## config.mk

```make
export PLATFORM = sky130hd
export DESIGN_NAME = p2ct_queue
export DESIGN_NICKNAME = d
export VERILOG_FILES = /design/src/p2ct_queue.sv
export SDC_FILE = /design/constraint.sdc
export NUM_CORES = 1
export LEC_CHECK = 0
export BUFFER_PORTS_ARGS = -buffer_cell sky130_fd_sc_hd__buf_4
export CAP_MARGIN = 40
export CORE_MARGIN = 2
export CORE_UTILIZATION = 52
export CTS_CLUSTER_DIAMETER = 120
export DETAILED_ROUTE_END_ITERATION = 12
export PLACE_DENSITY = 0.79
export REMOVE_ABC_BUFFERS = 1
export SLEW_MARGIN = 20
export SYNTH_ARGS = -nofsm -noshare
export SYNTH_HDL_FRONTEND = slang
export SYNTH_SLANG_ARGS = --single-unit
```

## constraint.sdc

```tcl
create_clock -name clock -period 4.4 [get_ports clock]
set_input_delay 0.44 -clock clock [delete_from_list [all_inputs] [get_ports clock]]
set_output_delay 0.44 -clock clock [all_outputs]
set_load 0.02 [all_outputs]
```

## src/p2ct_queue.sv

```systemverilog
// ----------------------------------------------------------------------------
// p2ct_queue
// Two-entry queue between the request front and the execution back end.
// ----------------------------------------------------------------------------
module p2ct_queue #(
   parameter int DATA_W = 8
) (
   input  logic              clock,
   input  logic              reset,
   input  logic              in_valid,
   output logic              in_ready,
   input  logic [DATA_W-1:0] in_data,
   output logic              out_valid,
   input  logic              out_ready,
   output logic [DATA_W-1:0] out_data
);
   logic [DATA_W-1:0] slot_ff [2];
   logic              wr_ptr_ff, rd_ptr_ff;
   logic [1:0]        count_ff;
   logic              push, pop;

   assign in_ready  = (count_ff != 2'd2);
   assign out_valid = (count_ff != 2'd0);
   assign out_data  = slot_ff[rd_ptr_ff];
   assign push      = in_valid && in_ready;
   assign pop       = out_valid && out_ready;

   // Storage.
   always_ff @(posedge clock) begin
      if (push) begin
         slot_ff[wr_ptr_ff] <= in_data;
      end
   end

   // Pointers and fill count.
   always_ff @(posedge clock) begin
      if (reset) begin
         wr_ptr_ff <= 1'b0;
         rd_ptr_ff <= 1'b0;
         count_ff  <= 2'd0;
      end else begin
         if (push) wr_ptr_ff <= ~wr_ptr_ff;
         if (pop)  rd_ptr_ff <= ~rd_ptr_ff;
         if (push && !pop)      count_ff <= count_ff + 2'd1;
         else if (pop && !push) count_ff <= count_ff - 2'd1;
      end
   end

endmodule

```

==> reports/qor.yml <==
sta:
  slew_headroom: 0.752
  maxSlewViolCount: 0
  fin_ws_ns: 2.60
  period_needed_ns: 1.80
  fin_hold_ws_ns: 0.329
  finalSetupViolCount: 0
  rsz0062_at_grt: "no"
  clock_skew_ns: 0.00208
  tightest_slew_ns: 0.372
  setup_tns_ns: 0
  fmax_mhz: 556
  final-hold-violation-count: 0
  fin_crit_sh: 0.409
synth:
  ys_types: 17
  syn_avg_cell_area_sq_um: 16.3
  synth_top_family_by_area: "multiplexers"
  ys_warn_count: 0
  synth-seq-area-share: 0.727
  synthXorXnorAreaFrac: 0.0329
  netlist_area_sq_um: 798
  synth_compound_area_frac: 0.0376
  synthCells: 49
  synth_seq_cells: 21
  synth_simple_gate_area_share: 0.0627
  synth_fa_ha_area_frac: 0.0157
  synthMuxAreaShare: 0.113
cts:
  clock-root-buffer: "clkbuf_4"
  cts.path.max_buffers: 2
  cts_tree: "done"
  hold_buffers: 0
  htree_levels: 1
  clk_pin_slew_ns: 0.10
  clock_latency_ns: 0.29
  cts.sinks: 21
  cts-buffers-inserted: 3
  ctsResizeCount: 0
  post-cts-setup-buffers: 0
floorplan:
  std_cell_rows: 14
  ios: 22
  dieWidth_um: 43.2
  core_sq_um: 1470
  die_y_um: 43.2
  die-area_sq_um: 1860
  start_util: 0.543
grt:
  grt_util_all_layers: 0.150
  grt_overflow: 0
  first_global_vias: 482
  grt_max_degree: 12
  grt_pass1_wl_mm: 1.99
  antenna_found_initial: 0
pwr:
  p_leak_nw: 0.397
  p_per_area_nw_per_um2: 564
  vdd_drop_max_uv: 365
critical_path:
  regToRegStartpoint: "count_ff[0]$_SDFFE_PP0P_"
  endpoint_kind: "output port"
  cp.required_ns: 3.96
  worstPathArrival_ns: 1.36
  worst-path-max-fanout: 8
  cp-start-kind: "flop"
  path_class: "reg -> out"
worst_hold_path:
  min_from: "in_data[6]"
  hold_class: "in -> reg"
cells_and_area:
  nets: 87
  fin_util: 0.678
  fin_cells: 89
  drive_above_1_share: 0.466
  area_growth_pct: 24.9
  num_antenna_cells: 0
routing:
  wl_per_cell_um: 13.6
  first_pass_iters: 2
  drtAntennaViolNets: 0
  detail_route.iter0.violations: 11
  vias_per_cell: 5.11
  routed-via-count: 455
  post-route-drc-count: 0
  drt_wl_total_mm: 1.21
flow_run:
  cap_violations: 0
placement:
  dp_cells: 85
  hpwl_um: 950
  place_congestion: 0.673
  port_buffers: 21
  dp_slack_ns: 2.77
status:
  status: "finished clean"
## layout by cell type, fill, tap and decap left out
cell type,synthesis,routed
ha_1,1,1
a21oi_1,2,2
xor2_1,3,3
nand2b_1,1,1
buf_4,0,21
mux2_2,8,8
nand3b_1,1,1
nor2_1,3,3
and2_1,1,1
or2_2,1,1
or3_1,1,1
a21bo_2,1,1
edfxtp_1,16,16
dfxtp_1,5,5
and3_1,1,1
o21ai_0,2,2
inv_1,1,1
clkbuf_1,0,1
clkbuf_4,0,3
## path summary, 6_finish.rpt
| check | end | slack (ns) | cells after the start |
|---|---|---|---|
| setup / recovery | out_data[4] | 2.60 | 2 |
| hold / removal | slot_ff[0][6]$_DFFE_PP_ | 0.33 | 1 |
| setup reg to reg | count_ff[1]$_SDFFE_PP0P_ | 2.77 | 5 |
| hold reg to reg | count_ff[1]$_SDFFE_PP0P_ | 0.53 | 2 |
## cell families (layout without fill, tap and decap cells)
| group | after synthesis | in the layout |
|---|---|---|
| compound gates | 5 | 5 |
| xor+xnor | 3 | 3 |
| fa+ha+maj | 1 | 1 |
| buf+inv | 2 | 26 |
| flops | 21 | 21 |
| mux | 8 | 8 |
| simple gates | 9 | 9 |
## layout make-up
| cell class | count | area, sq um |
|---|---|---|
| timing repair buffer | 21 | 158 |
| sequential | 21 | 581 |
| multi-input combinational | 26 | 209 |
| fill | 114 | 474 |
| tap | 16 | 20.0 |
| clock buffer | 4 | 26.3 |
| inverter | 1 | 3.75 |
## synth_stat cells, drive strengths merged
library cell | n | share of area
a21oi | 2 | 0.013
and3 | 1 | 0.0078
a21bo | 1 | 0.013
edfxtp | 16 | 0.60
and2 | 1 | 0.0078
inv | 1 | 0.0047
or2 | 1 | 0.0078
nand2b | 1 | 0.0078
dfxtp | 5 | 0.13
o21ai | 2 | 0.013
nor2 | 3 | 0.014
ha | 1 | 0.016
or3 | 1 | 0.0078
xor2 | 3 | 0.033
nand3b | 1 | 0.0094
mux2 | 8 | 0.11
buf | 1 | 0.0063
## worst max-delay path, stage by stage, from the launching register on
cell and delay [ns]:
dfxtp_1 0.53, mux2_2 0.38, buf_4 0.16
## state kept, by name, indices dropped and copies added, names as in the netlist, named ones only
register / cells
slot_ff: 16
count_ff: 2
rd_ptr_ff: 1
wr_ptr_ff: 1
## through the flow
stage               total power, mW  instance area (sq um)
floorplan                     0.406                    793
global placement              0.476                    971
detailed placement            0.484                    971
CTS                           0.568                    997
global route                  0.592                    997
finish                        0.562                    997
## power by group
group	switching [mW]	leakage (nW)	internal, mW	total [mW]
Clock	0.0509	0.0150	0.0352	0.0861
Sequential	0.0246	0.191	0.252	0.276
Combinational	0.101	0.191	0.0991	0.200
Total	0.176	0.397	0.386	0.562
## metal layers
metal | share of wire | GRT usage
met5 | 0 | 0
met4 | 0 | 0.0545
met3 | 0.057 | 0.0340
met2 | 0.52 | 0.281
met1 | 0.42 | 0.161
No activity file was read; power rests on OpenSTA's default activity.
