===== config.mk =====
export PLATFORM = sky130hd
export DESIGN_NAME = p2ct_front
export DESIGN_NICKNAME = d
export VERILOG_FILES = /design/src/p2ct_pkg.sv /design/src/p2ct_front.sv
export SDC_FILE = /design/constraint.sdc
export NUM_CORES = 1
export LEC_CHECK = 0
export BUFFER_PORTS_ARGS = -buffer_cell sky130_fd_sc_hd__buf_2
export CORE_AREA = 2 2 108 110
export DETAILED_ROUTE_END_ITERATION = 8
export DIE_AREA = 0 0 110 112
export SLEW_MARGIN = 30
export SYNTH_ARGS = -nofsm -noshare
export SYNTH_HDL_FRONTEND = slang
export SYNTH_SLANG_ARGS = --single-unit
export TNS_END_PERCENT = 30

===== constraint.sdc =====
create_clock -name vclk -period 1.98
set_input_delay 0.396 -clock vclk [all_inputs]
set_output_delay 0.396 -clock vclk [all_outputs]
set_load 0.005 [all_outputs]

===== src/p2ct_pkg.sv =====
// ----------------------------------------------------------------------------
// p2ct_pkg
// Types, constants and small helpers of the polynomial coordinate transform.
// ----------------------------------------------------------------------------
package p2ct_pkg;

   // Default sizes.
   localparam int MAX_TERMS_DEF   = 21;
   localparam int COORD_WIDTH_DEF = 32;
   localparam int COEF_WIDTH_DEF  = 64;

   // Fixed formats and coefficient layout.
   localparam int COORD_FRAC = 16;
   localparam int ENTRIES    = 22;
   localparam int NUM_COEF   = 4 * ENTRIES;
   localparam int ADDR_W     = 7;
   localparam int NUM_POW    = 6;
   localparam int POW_W      = 3;

   localparam logic signed [63:0] ONE_Q = 64'sd1 <<< COORD_FRAC;

   // Request kinds.
   localparam logic CMD_LOAD      = 1'b0;
   localparam logic CMD_TRANSFORM = 1'b1;

   // Register indexes of the configuration port.
   localparam logic [1:0] CSR_DIRECTION = 2'd0;
   localparam logic [1:0] CSR_TERMS_X   = 2'd1;
   localparam logic [1:0] CSR_TERMS_Y   = 2'd2;

   // Multiply unit request and response.
   typedef struct packed {
      logic              start;
      logic              coef_shift;
      logic signed [63:0] a;
      logic signed [63:0] b;
   } mul_req_type;

   typedef struct packed {
      logic              done;
      logic              ovf;
      logic signed [63:0] value;
   } mul_rsp_type;

   // Flat coefficient address of (set, axis, index).
   function automatic logic [ADDR_W-1:0] coef_addr(input logic set, input logic axis,
                                                   input logic [4:0] idx);
      coef_addr = ADDR_W'({set, axis}) * ADDR_W'(ENTRIES) + ADDR_W'(idx);
   endfunction

   // Power of x used by each monomial term.
   function automatic logic [POW_W-1:0] exp_x(input logic [4:0] k);
      logic [POW_W-1:0] e;
      case (k)
         5'd2, 5'd4, 5'd8, 5'd13, 5'd19: e = 3'd1;
         5'd5, 5'd7, 5'd11, 5'd17:       e = 3'd2;
         5'd9, 5'd12, 5'd16:             e = 3'd3;
         5'd14, 5'd18:                   e = 3'd4;
         5'd20:                          e = 3'd5;
         default:                        e = 3'd0;
      endcase
      exp_x = e;
   endfunction

   // Power of y used by each monomial term.
   function automatic logic [POW_W-1:0] exp_y(input logic [4:0] k);
      logic [POW_W-1:0] e;
      case (k)
         5'd3, 5'd4, 5'd7, 5'd12, 5'd18: e = 3'd1;
         5'd6, 5'd8, 5'd11, 5'd16:       e = 3'd2;
         5'd10, 5'd13, 5'd17:            e = 3'd3;
         5'd15, 5'd19:                   e = 3'd4;
         5'd21:                          e = 3'd5;
         default:                        e = 3'd0;
      endcase
      exp_y = e;
   endfunction

endpackage


===== src/p2ct_front.sv =====
// ----------------------------------------------------------------------------
// p2ct_front
// Accepts requests, drops loads with an index past the table and packs the
// rest with their flat coefficient address for the queue.
// ----------------------------------------------------------------------------
module p2ct_front #(
   parameter int COORD_WIDTH = p2ct_pkg::COORD_WIDTH_DEF,
   parameter int COEF_WIDTH  = p2ct_pkg::COEF_WIDTH_DEF
) (
   input  logic                                                 req_tvalid,
   output logic                                                 req_tready,
   input  logic [((7+COEF_WIDTH+2*COORD_WIDTH+7)/8)*8-1:0]       req_tdata,
   input  logic                                                 req_tuser,
   output logic                                                 q_valid,
   input  logic                                                 q_ready,
   output logic [1+p2ct_pkg::ADDR_W+COEF_WIDTH+2*COORD_WIDTH-1:0] q_data
);
   import p2ct_pkg::*;

   localparam int VAL_LO = 7;
   localparam int PX_LO  = VAL_LO + COEF_WIDTH;
   localparam int PY_LO  = PX_LO + COORD_WIDTH;

   logic                   is_xform;
   logic [4:0]             idx;
   logic                   keep;
   logic [ADDR_W-1:0]      addr;

   // Classify the request.
   assign is_xform = (req_tuser == CMD_TRANSFORM);
   assign idx      = req_tdata[6:2];
   assign keep     = is_xform || (idx < 5'(ENTRIES));
   assign addr     = coef_addr(req_tdata[0], req_tdata[1], idx);

   // Dropped loads are still consumed.
   assign req_tready = q_ready;
   assign q_valid    = req_tvalid && keep;
   assign q_data     = {is_xform, addr,
                        req_tdata[PX_LO-1:VAL_LO],
                        req_tdata[PY_LO-1:PX_LO],
                        req_tdata[PY_LO+COORD_WIDTH-1:PY_LO]};

endmodule


==> impl_results.md <==
* Hold Vio Cnt, Final at 0
* Critical path's top delay family: buffers and inverters
* CP Class: in -> out
* CP Launch Type: input port
* FF+latch area at 0 um^2
* Slew Viols, Final at 0
* Top-count cell post-synth: buf_4
* CP Launch Point: req_tdata[0]
* Fillers at 1,307
* Post-route ant nets at 0
* Crit-path slowest cell: ha_4
* Yosys Warn Count at 0
* Fmax at 490 MHz
* Slew Limit Headroom at 89.5%
* Non-Filler Instances at 200
* RSZ-0062 raised after global routing: yes
* Post-route minimum period at 2.04 ns
* Layout cells sized above 1 at 75.4%
* Seq/Total Area, Yosys at 0%
* Cells after Synth at 162
* Wire length per cell at 13.8 um
* I/O Buffers at 16
* TritonRoute pass-1 iters at 2
* Post-synth top area share at 80.6%
* Power Density at 230 mW/mm^2
* Routed vias/inst at 2.45
* Maximum fanout along the worst path at 3
* Synth top area cells: buf_4, ha_1, inv_1
* Final worst slack at -0.0613 ns
* Slew @ Worst Pin at 0.157 ns
* Worst VDD drop at 87.1 uV
* CP endpoint kind: output port
* Hold_sp: req_tdata[53]
* P&R area growth vs syn at -43.0%
* Crit path required time at 1.58 ns
* Critical Path Max Stage Delay at 0.27 ns
* Die width at 110 um
* Initial Utilization at 10.9%
* Initial antenna violation count at 0
* Maxcap violations at 0
* Largest net degree at the start of global routing at 5
* Outcome: complete, but fails checks
* DIE AREA at 0.0123 mm^2
* Pleak at 0.274 nW
* Synth cell types at 12
* Num sequential at 0
* Gpl congestion at 0.491
* Worst hold path type: in -> out
* First-pass GRT wire length at 3460 um
* Failing checks: negative setup slack
* Final net count at 206
* CP bufs+invs at 5
* Fin crit share at 103%
* Vias in the first global route at 587
* WHS at 0.792 ns
* Core Area at 0.0112 mm^2
* Total Routing Usage GR at 3.88%
* Setup-failing EPs final at 4
* Die H at 112 um
* Initial DRC count at 8
* Arr. time, crit path at 1.65 ns
* Post-Syn Area at 0.00122 mm^2
* Site Rows at 39
* Final TNS setup at -0.178 ns
* Syn_area_per_cell at 7.53 um^2
* Global route overflow at 0
* Cell taking the most area after synthesis: buf_4
* Via count at 490
* Most common library cells after synthesis: buf_4, inv_1, ha_1
* Crit-path cells: buf_6, buf_4, ha_4, ha_4, inv_2, buf_4, o21ai_2, xor2_1, buf_2
* Diode count at 0
* Synthesized Nets at 309
* # IOs at 277
* Clock buf count at 0
* Drt drc at 0
* # placed instances at 198
* Total Wirelength at 2750 um
path summary, 6_finish.rpt:
path	end	cells after the start
setup / recovery	q_data[132]	9
hold / removal	q_data[110]	0
placed cells by master (no fill, tap or decap), drive strengths merged:
cell type / Yosys / layout
a21oi: 3 / 3
buf: 131 / 26
fa: 1 / 1
ha: 7 / 7
inv: 9 / 9
nand2: 1 / 1
nand3: 2 / 2
o211ai: 1 / 1
o21ai: 2 / 2
o31a: 1 / 1
xnor2: 2 / 2
xor2: 2 / 2
power breakdown:
| group | leakage, nW | switching, mW | internal (mW) |
|---|---|---|---|
| clock | 0 | 0 | 0 |
| combinational | 0.274 | 0.0717 | 0.0880 |
| sequential | 0 | 0 | 0 |
cells by family (layout without fill, tap and decap cells):
group,count (synthesis),after routing,share of synthesized area (%)
xor gates and xnor gates,4,4,2.87
and+or+nand+nor,3,3,1.13
adders and majority gates,8,8,8.82
buffers and inverters,140,35,83.4
AOI/OAI and AO/OA,7,7,3.79
routing by layer:
metal,part of all wire [%],up-vias,global-route usage (%)
met5,0,-,0
met3,23,58,3.34
met4,14,0,5.40
met1,14,197,1.06
met2,49,83,7.20
li1,-,152,-
stage by stage:
| step | power [mW] | setup WS (ns) | utilization [%] | instance area, um^2 |
|---|---|---|---|---|
| CTS | 0.147 | -0.119 | 6.00 | 671 |
| detailed placement | 0.113 | -0.302 | 4.97 | 556 |
| global placement | 0.108 | -0.286 | 4.97 | 556 |
| floorplan | 0.264 | 0.0657 | - | 1220 |
| finish | 0.160 | -0.0613 | 6.23 | 696 |
| global route | 0.178 | -0.148 | 6.23 | 696 |
layout make-up:
cell class                      instances  area (um^2)  share of cell area, %
Multi-Input combinational cell         22          305                   43.9
Tap cell                              143          179                   25.7
Inverter                                9         36.3                   5.22
Timing Repair Buffer                   26          175                   25.2
what timing repair did:
action | CTS | global route
hold buffers | 0 | 0
buffers inserted | 2 | 0
gates cloned | 0 | 0
gates resized for setup | 19 | 6
pin swaps | 13 | 5
setup endpoints to repair | 4 | 4
No activity file was read; power rests on OpenSTA's default activity.
