$ cat src/p2ct_pkg.sv
// ----------------------------------------------------------------------------
// p2ct_pkg
// Types, constants and small helpers of the polynomial coordinate transform.
// ----------------------------------------------------------------------------
package p2ct_pkg;

   // Default sizes.
   localparam int MAX_TERMS_DEF   = 21;
   localparam int COORD_WIDTH_DEF = 32;
   localparam int COEF_WIDTH_DEF  = 64;

   // Fixed formats and coefficient layout.
   localparam int COORD_FRAC = 16;
   localparam int ENTRIES    = 22;
   localparam int NUM_COEF   = 4 * ENTRIES;
   localparam int ADDR_W     = 7;
   localparam int NUM_POW    = 6;
   localparam int POW_W      = 3;

   localparam logic signed [63:0] ONE_Q = 64'sd1 <<< COORD_FRAC;

   // Request kinds.
   localparam logic CMD_LOAD      = 1'b0;
   localparam logic CMD_TRANSFORM = 1'b1;

   // Register indexes of the configuration port.
   localparam logic [1:0] CSR_DIRECTION = 2'd0;
   localparam logic [1:0] CSR_TERMS_X   = 2'd1;
   localparam logic [1:0] CSR_TERMS_Y   = 2'd2;

   // Multiply unit request and response.
   typedef struct packed {
      logic              start;
      logic              coef_shift;
      logic signed [63:0] a;
      logic signed [63:0] b;
   } mul_req_type;

   typedef struct packed {
      logic              done;
      logic              ovf;
      logic signed [63:0] value;
   } mul_rsp_type;

   // Flat coefficient address of (set, axis, index).
   function automatic logic [ADDR_W-1:0] coef_addr(input logic set, input logic axis,
                                                   input logic [4:0] idx);
      coef_addr = ADDR_W'({set, axis}) * ADDR_W'(ENTRIES) + ADDR_W'(idx);
   endfunction

   // Power of x used by each monomial term.
   function automatic logic [POW_W-1:0] exp_x(input logic [4:0] k);
      logic [POW_W-1:0] e;
      case (k)
         5'd2, 5'd4, 5'd8, 5'd13, 5'd19: e = 3'd1;
         5'd5, 5'd7, 5'd11, 5'd17:       e = 3'd2;
         5'd9, 5'd12, 5'd16:             e = 3'd3;
         5'd14, 5'd18:                   e = 3'd4;
         5'd20:                          e = 3'd5;
         default:                        e = 3'd0;
      endcase
      exp_x = e;
   endfunction

   // Power of y used by each monomial term.
   function automatic logic [POW_W-1:0] exp_y(input logic [4:0] k);
      logic [POW_W-1:0] e;
      case (k)
         5'd3, 5'd4, 5'd7, 5'd12, 5'd18: e = 3'd1;
         5'd6, 5'd8, 5'd11, 5'd16:       e = 3'd2;
         5'd10, 5'd13, 5'd17:            e = 3'd3;
         5'd15, 5'd19:                   e = 3'd4;
         5'd21:                          e = 3'd5;
         default:                        e = 3'd0;
      endcase
      exp_y = e;
   endfunction

endpackage

$ cat src/p2ct_mul.sv
// ----------------------------------------------------------------------------
// p2ct_mul
// Shared 64 by 64 multiply with floor shift and saturation. The magnitude
// product is built from four 32 by 32 partial products, one per cycle.
// ----------------------------------------------------------------------------
module p2ct_mul #(
   parameter int COEF_WIDTH = p2ct_pkg::COEF_WIDTH_DEF
) (
   input  logic                   clock,
   input  logic                   reset,
   input  p2ct_pkg::mul_req_type  mul_req,
   output p2ct_pkg::mul_rsp_type  mul_rsp
);
   import p2ct_pkg::*;

   localparam int COEF_FRAC = COEF_WIDTH - 24;

   logic [63:0]        ua_ff, ub_ff;
   logic               neg_ff, sel_ff;
   logic [127:0]       prod_ff;
   logic [2:0]         step_ff;
   logic               run_ff;
   logic               done_ff, ovf_ff;
   logic signed [63:0] value_ff;

   logic [31:0]  a_half, b_half;
   logic [63:0]  pp;
   logic [127:0] pp_sh;
   logic [127:0] q, qr;
   logic         rem;
   logic         f_ovf;
   logic [63:0]  f_val;

   // Partial product of the current step.
   assign a_half = step_ff[1] ? ua_ff[63:32] : ua_ff[31:0];
   assign b_half = step_ff[0] ? ub_ff[63:32] : ub_ff[31:0];
   assign pp     = 64'(a_half) * 64'(b_half);

   always_comb begin
      if (step_ff[1] && step_ff[0])      pp_sh = 128'(pp) << 64;
      else if (step_ff[1] || step_ff[0]) pp_sh = 128'(pp) << 32;
      else                               pp_sh = 128'(pp);
   end

   // Floor shift, rounding of negative results and saturation.
   always_comb begin
      if (sel_ff) begin
         q   = prod_ff >> COEF_FRAC;
         rem = |prod_ff[COEF_FRAC-1:0];
      end else begin
         q   = prod_ff >> COORD_FRAC;
         rem = |prod_ff[COORD_FRAC-1:0];
      end
      qr = q + 128'(neg_ff && rem);
      f_ovf = 1'b0;
      if (neg_ff) begin
         if (qr > (128'd1 << 63)) begin
            f_ovf = 1'b1;
            f_val = 64'h8000_0000_0000_0000;
         end else begin
            f_val = 64'd0 - qr[63:0];
         end
      end else begin
         if (qr > 128'h7FFF_FFFF_FFFF_FFFF) begin
            f_ovf = 1'b1;
            f_val = 64'h7FFF_FFFF_FFFF_FFFF;
         end else begin
            f_val = qr[63:0];
         end
      end
   end

   // Operand capture and accumulation.
   always_ff @(posedge clock) begin
      if (mul_req.start) begin
         ua_ff   <= mul_req.a[63] ? 64'd0 - mul_req.a : mul_req.a;
         ub_ff   <= mul_req.b[63] ? 64'd0 - mul_req.b : mul_req.b;
         neg_ff  <= mul_req.a[63] != mul_req.b[63];
         sel_ff  <= mul_req.coef_shift;
         prod_ff <= 128'd0;
      end else if (run_ff && (step_ff != 3'd4)) begin
         prod_ff <= prod_ff + pp_sh;
      end
      if (run_ff && (step_ff == 3'd4)) begin
         value_ff <= f_val;
         ovf_ff   <= f_ovf;
      end
   end

   // Step control.
   always_ff @(posedge clock) begin
      if (reset) begin
         run_ff  <= 1'b0;
         step_ff <= 3'd0;
         done_ff <= 1'b0;
      end else begin
         done_ff <= 1'b0;
         if (mul_req.start) begin
            run_ff  <= 1'b1;
            step_ff <= 3'd0;
         end else if (run_ff) begin
            if (step_ff == 3'd4) begin
               run_ff  <= 1'b0;
               done_ff <= 1'b1;
            end else begin
               step_ff <= step_ff + 3'd1;
            end
         end
      end
   end

   assign mul_rsp.done  = done_ff;
   assign mul_rsp.ovf   = ovf_ff;
   assign mul_rsp.value = value_ff;

endmodule

$ cat config.mk
export PLATFORM = sky130hd
export DESIGN_NAME = p2ct_mul
export DESIGN_NICKNAME = d
export VERILOG_FILES = /design/src/p2ct_pkg.sv /design/src/p2ct_mul.sv
export SDC_FILE = /design/constraint.sdc
export NUM_CORES = 2
export LEC_CHECK = 0
export BUFFER_PORTS_ARGS = -buffer_cell sky130_fd_sc_hd__buf_2
export CAP_MARGIN = 20
export CORE_UTILIZATION = 55
export CTS_CLUSTER_DIAMETER = 40
export DETAILED_ROUTE_END_ITERATION = 10
export HOLD_SLACK_MARGIN = 0.03
export PLACE_DENSITY = 0.77
export SLEW_MARGIN = 10
export SYNTH_ARGS = -nofsm -noshare
export SYNTH_HDL_FRONTEND = slang
export SYNTH_SLANG_ARGS = --single-unit
$ cat constraint.sdc
create_clock -name clock -period 14.6 [get_ports clock]
set_clock_uncertainty 0.2 [all_clocks]
set_input_delay 2.92 -clock clock [delete_from_list [all_inputs] [get_ports clock]]
set_output_delay 2.92 -clock clock [all_outputs]
set_load 0.1 [all_outputs]
==> metrics.md <==
| Metric | Value |
|---|---|
| Hold WS | `0.2767 ns` |
| R2r setup slk | `0.38 ns` |
| Cell variety after synth | `96` |
| Multi-input logic area | `49190 µm²` |
| Die ar. | `115900 µm²` |
| Post-synth top area share | `0.2849` |
| CP required | `14.97 ns` |
| Startpoint Class | `flop` |
| Vias in the first global route | `56251` |
| Routed wire length | `230.5 mm` |
| Via count | `57452` |
| Reg area | `8526 µm²` |
| Top Metal Used | `met5` |
| Tmin final | `14.22 ns` |
| Fin nets | `8995` |
| Remaining DRCs | `0` |
| Chip Width | `340.5 µm` |
| Crit Path Max Fanout | `24` |
| Largest net degree at the start of global routing | `100` |
| Pre-CTS setup slack | `0.5117 ns` |
| PnR worst setup slack | `0.3780 ns` |
| R2R cell count | `46` |
| TNS Setup | `0 ns` |
| Syn avg cell area | `8.375 µm²` |
| First-pass GRT wire length | `347.9 mm` |
| Clock root cell | `clkbuf_16` |
| Worst-Skew Late Latency | `0.66 ns` |
| Worst r2r dst | `prod_ff[127]$_SDFFE_PP0P_` |
| CTS sink cnt | `328` |
| Min-delay worst type | `reg -> reg` |
| Vias per inst | `6.295` |
| Status | `finished, final reports clean` |
| Initial antenna violation count | `7` |
| Area of the core | `113100 µm²` |
| GP Congestion | `1.061` |
| Post-DP Area | `65690 µm²` |
| Warning count from the yosys run | `0` |
| Number of synthesized register bits | `328` |
| Met1 Wirelength | `87.51 mm` |
| H-tree depth | `3` |
| Critical Path AT | `14.59 ns` |
| Count of final hold-check violations | `0` |
| Yosys top cell by area | `fa_1` |
| Post-CTS Hold Fix Bufs | `0` |
| Chip height | `340.5 µm` |
| Min-delay src | `prod_ff[7]$_SDFFE_PP0P_` |
| Number of synthesized flops with an enable pin | `195` |
| Commonest cells in the netlist | `inv_1, nand2_1, fa_1` |
| Iteration-0 DRC count of the detailed router | `6443` |
| Fmax | `70.31 MHz` |
| Relative slew slack | `0.2123` |
| Asr flop ratio synth | `0` |
| Critical path's largest stage delay | `0.72 ns` |
| Drt pass-1 iters | `7` |
| I/O pin cnt | `198` |
| Worst flop-to-flop path startpoint | `step_ff[1]$_SDFFE_PP0P_` |
| Slew @ Worst Pin | `1.173 ns` |
| Fillers | `9941` |
| Max cap viols | `0` |
| DR WL met3 | `29.74 mm` |
| Synth Instances | `7525` |
| CTS tree | `built` |
| Sequential share of the synthesized area | `0.1352` |
| Cell area after synthesis | `63020 µm²` |
| Starting Density | `0.5571` |
| Longest Clk Path Bufs | `3` |
| Antenna-violating nets left | `0` |
| Setup crit end kind | `flop` |
| Setup-failing EPs final | `0` |
| Top cells by area, synth | `fa_1, edfxtp_1, ha_1` |
| Gr usage total | `0.3962` |
| Max-slew violation count | `0` |
| Slowest-stage cell, CP | `mux2i_2` |
| RSZ-0062 raised after global routing | `no` |
| Worst Setup Path Type | `reg -> reg` |
| Final worst-path cycle share | `0.9741` |
| Met2 wire len | `98.73 mm` |
| Most frequent cell after synthesis | `inv_1` |
| Post-synth net total | `8952` |
| Inserted Clock Buffers | `70` |
| Row cnt | `123` |
| Top_reg_cell synth | `edfxtp_1` |
| WL/cell | `25.26 µm` |
| Reg clk slew, reported paths | `0.05 ns` |
| Crit. Startpoint | `step_ff[1]$_SDFFE_PP0P_` |
| Share of cells above drive strength 1 | `0.09209` |
| Area delta synth->final | `8.188%` |
| Port buffer count | `197` |
| Post-DP HPWL | `184.6 mm` |
| Worst setup path endpoint | `prod_ff[127]$_SDFFE_PP0P_` |
| Most used cell, CP | `fa_1` |
| Remaining Overflow, GRT | `0` |
| Post-Layout Inst Area | `68180 µm²` |
[state kept, by name, summed over array words and instances (netlist names)]
name and flops:
ovf_ff 1, run_ff 1, prod_ff 128, step_ff 3, done_ff 1, ua_ff 64
ub_ff 64, value_ff 64, sel_ff 1, neg_ff 1
[routing by layer]
| metal | vias to the layer above | GRT usage |
|---|---|---|
| met1 | 27965 | 0.5242 |
| met5 | - | 0 |
| met4 | 10 | 0.2050 |
| li1 | 24963 | - |
| met2 | 3693 | 0.5880 |
| met3 | 821 | 0.1173 |
[stage by stage]
step / utilization / instances
finish: 0.6027 / 9126
CTS: 0.6021 / 9119
detailed placement: 0.5808 / 8992
global route: 0.6027 / 9123
global placement: 0.5808 / 8992
floorplan: - / 7525
[worst min path at each step]
stage | to | slack [ns] | cells after the start
5_1_grt | prod_ff[7]$_SDFFE_PP0P_ | 0.30 | 2
3_3_place_gp | prod_ff[10]$_SDFFE_PP0P_ | 0.26 | 2
3_5_place_dp | prod_ff[10]$_SDFFE_PP0P_ | 0.27 | 2
6_report | prod_ff[7]$_SDFFE_PP0P_ | 0.28 | 2
4_1_cts | prod_ff[10]$_SDFFE_PP0P_ | 0.28 | 2
2_1_floorplan | prod_ff[11]$_SDFFE_PP0P_ | 0.25 | 2
[final cells by class]
| cell class | count | share of cell area |
|---|---|---|
| inverter | 1028 | 0.05660 |
| tap | 1500 | 0.02753 |
| timing repair buffer | 366 | 0.03375 |
| sequential | 328 | 0.1250 |
| multi-input combinational | 5774 | 0.7215 |
| clock buffer | 75 | 0.02703 |
| clock inverter | 52 | 0.008405 |
| antenna | 3 | 0.0001101 |
[cell usage in the layout (no fill, tap or decap), types with 131 or more instances in the layout]
cell and instances:
inv_1 1027, nor2_1 829, xnor2_1 336, fa_1 897, nand3_1 150, o21ai_0 291
ha_1 396, buf_4 166, edfxtp_1 195, nand2_1 925, buf_2 196, a21oi_1 372
dfxtp_1 131
[timing repair]
item,CTS,global route
gates resized for setup,0,2
endpoints found under the setup margin,0,14
buffers inserted,0,4
[cells by family (layout without fill, tap and decap cells)]
group	count (synthesis)	count (layout)	synth area share
AOI/OAI and AO/OA	1208	1208	0.1253
muxes	230	230	0.03808
and+or+nand+nor	2599	2599	0.1888
adders and majority gates	1295	1295	0.3640
other	0	3	0
buffers and inverters	1423	1521	0.08730
DFF	328	328	0.1352
xor gates and xnor gates	442	442	0.06143
[worst max-delay path: cells and delay by family, from the launching register on]
kind	cells	cell delay (ns)
simple gates	9	2.38
fa+ha+maj	10	4.37
buf+inv	7	0.86
compound gates	17	4.50
flops	1	0.70
xor+xnor	2	0.38
mux	1	0.72
Power is left out: the tool's default activity adds up to more than one toggle a clock period on the data nets, which glitch-free logic cannot reach.
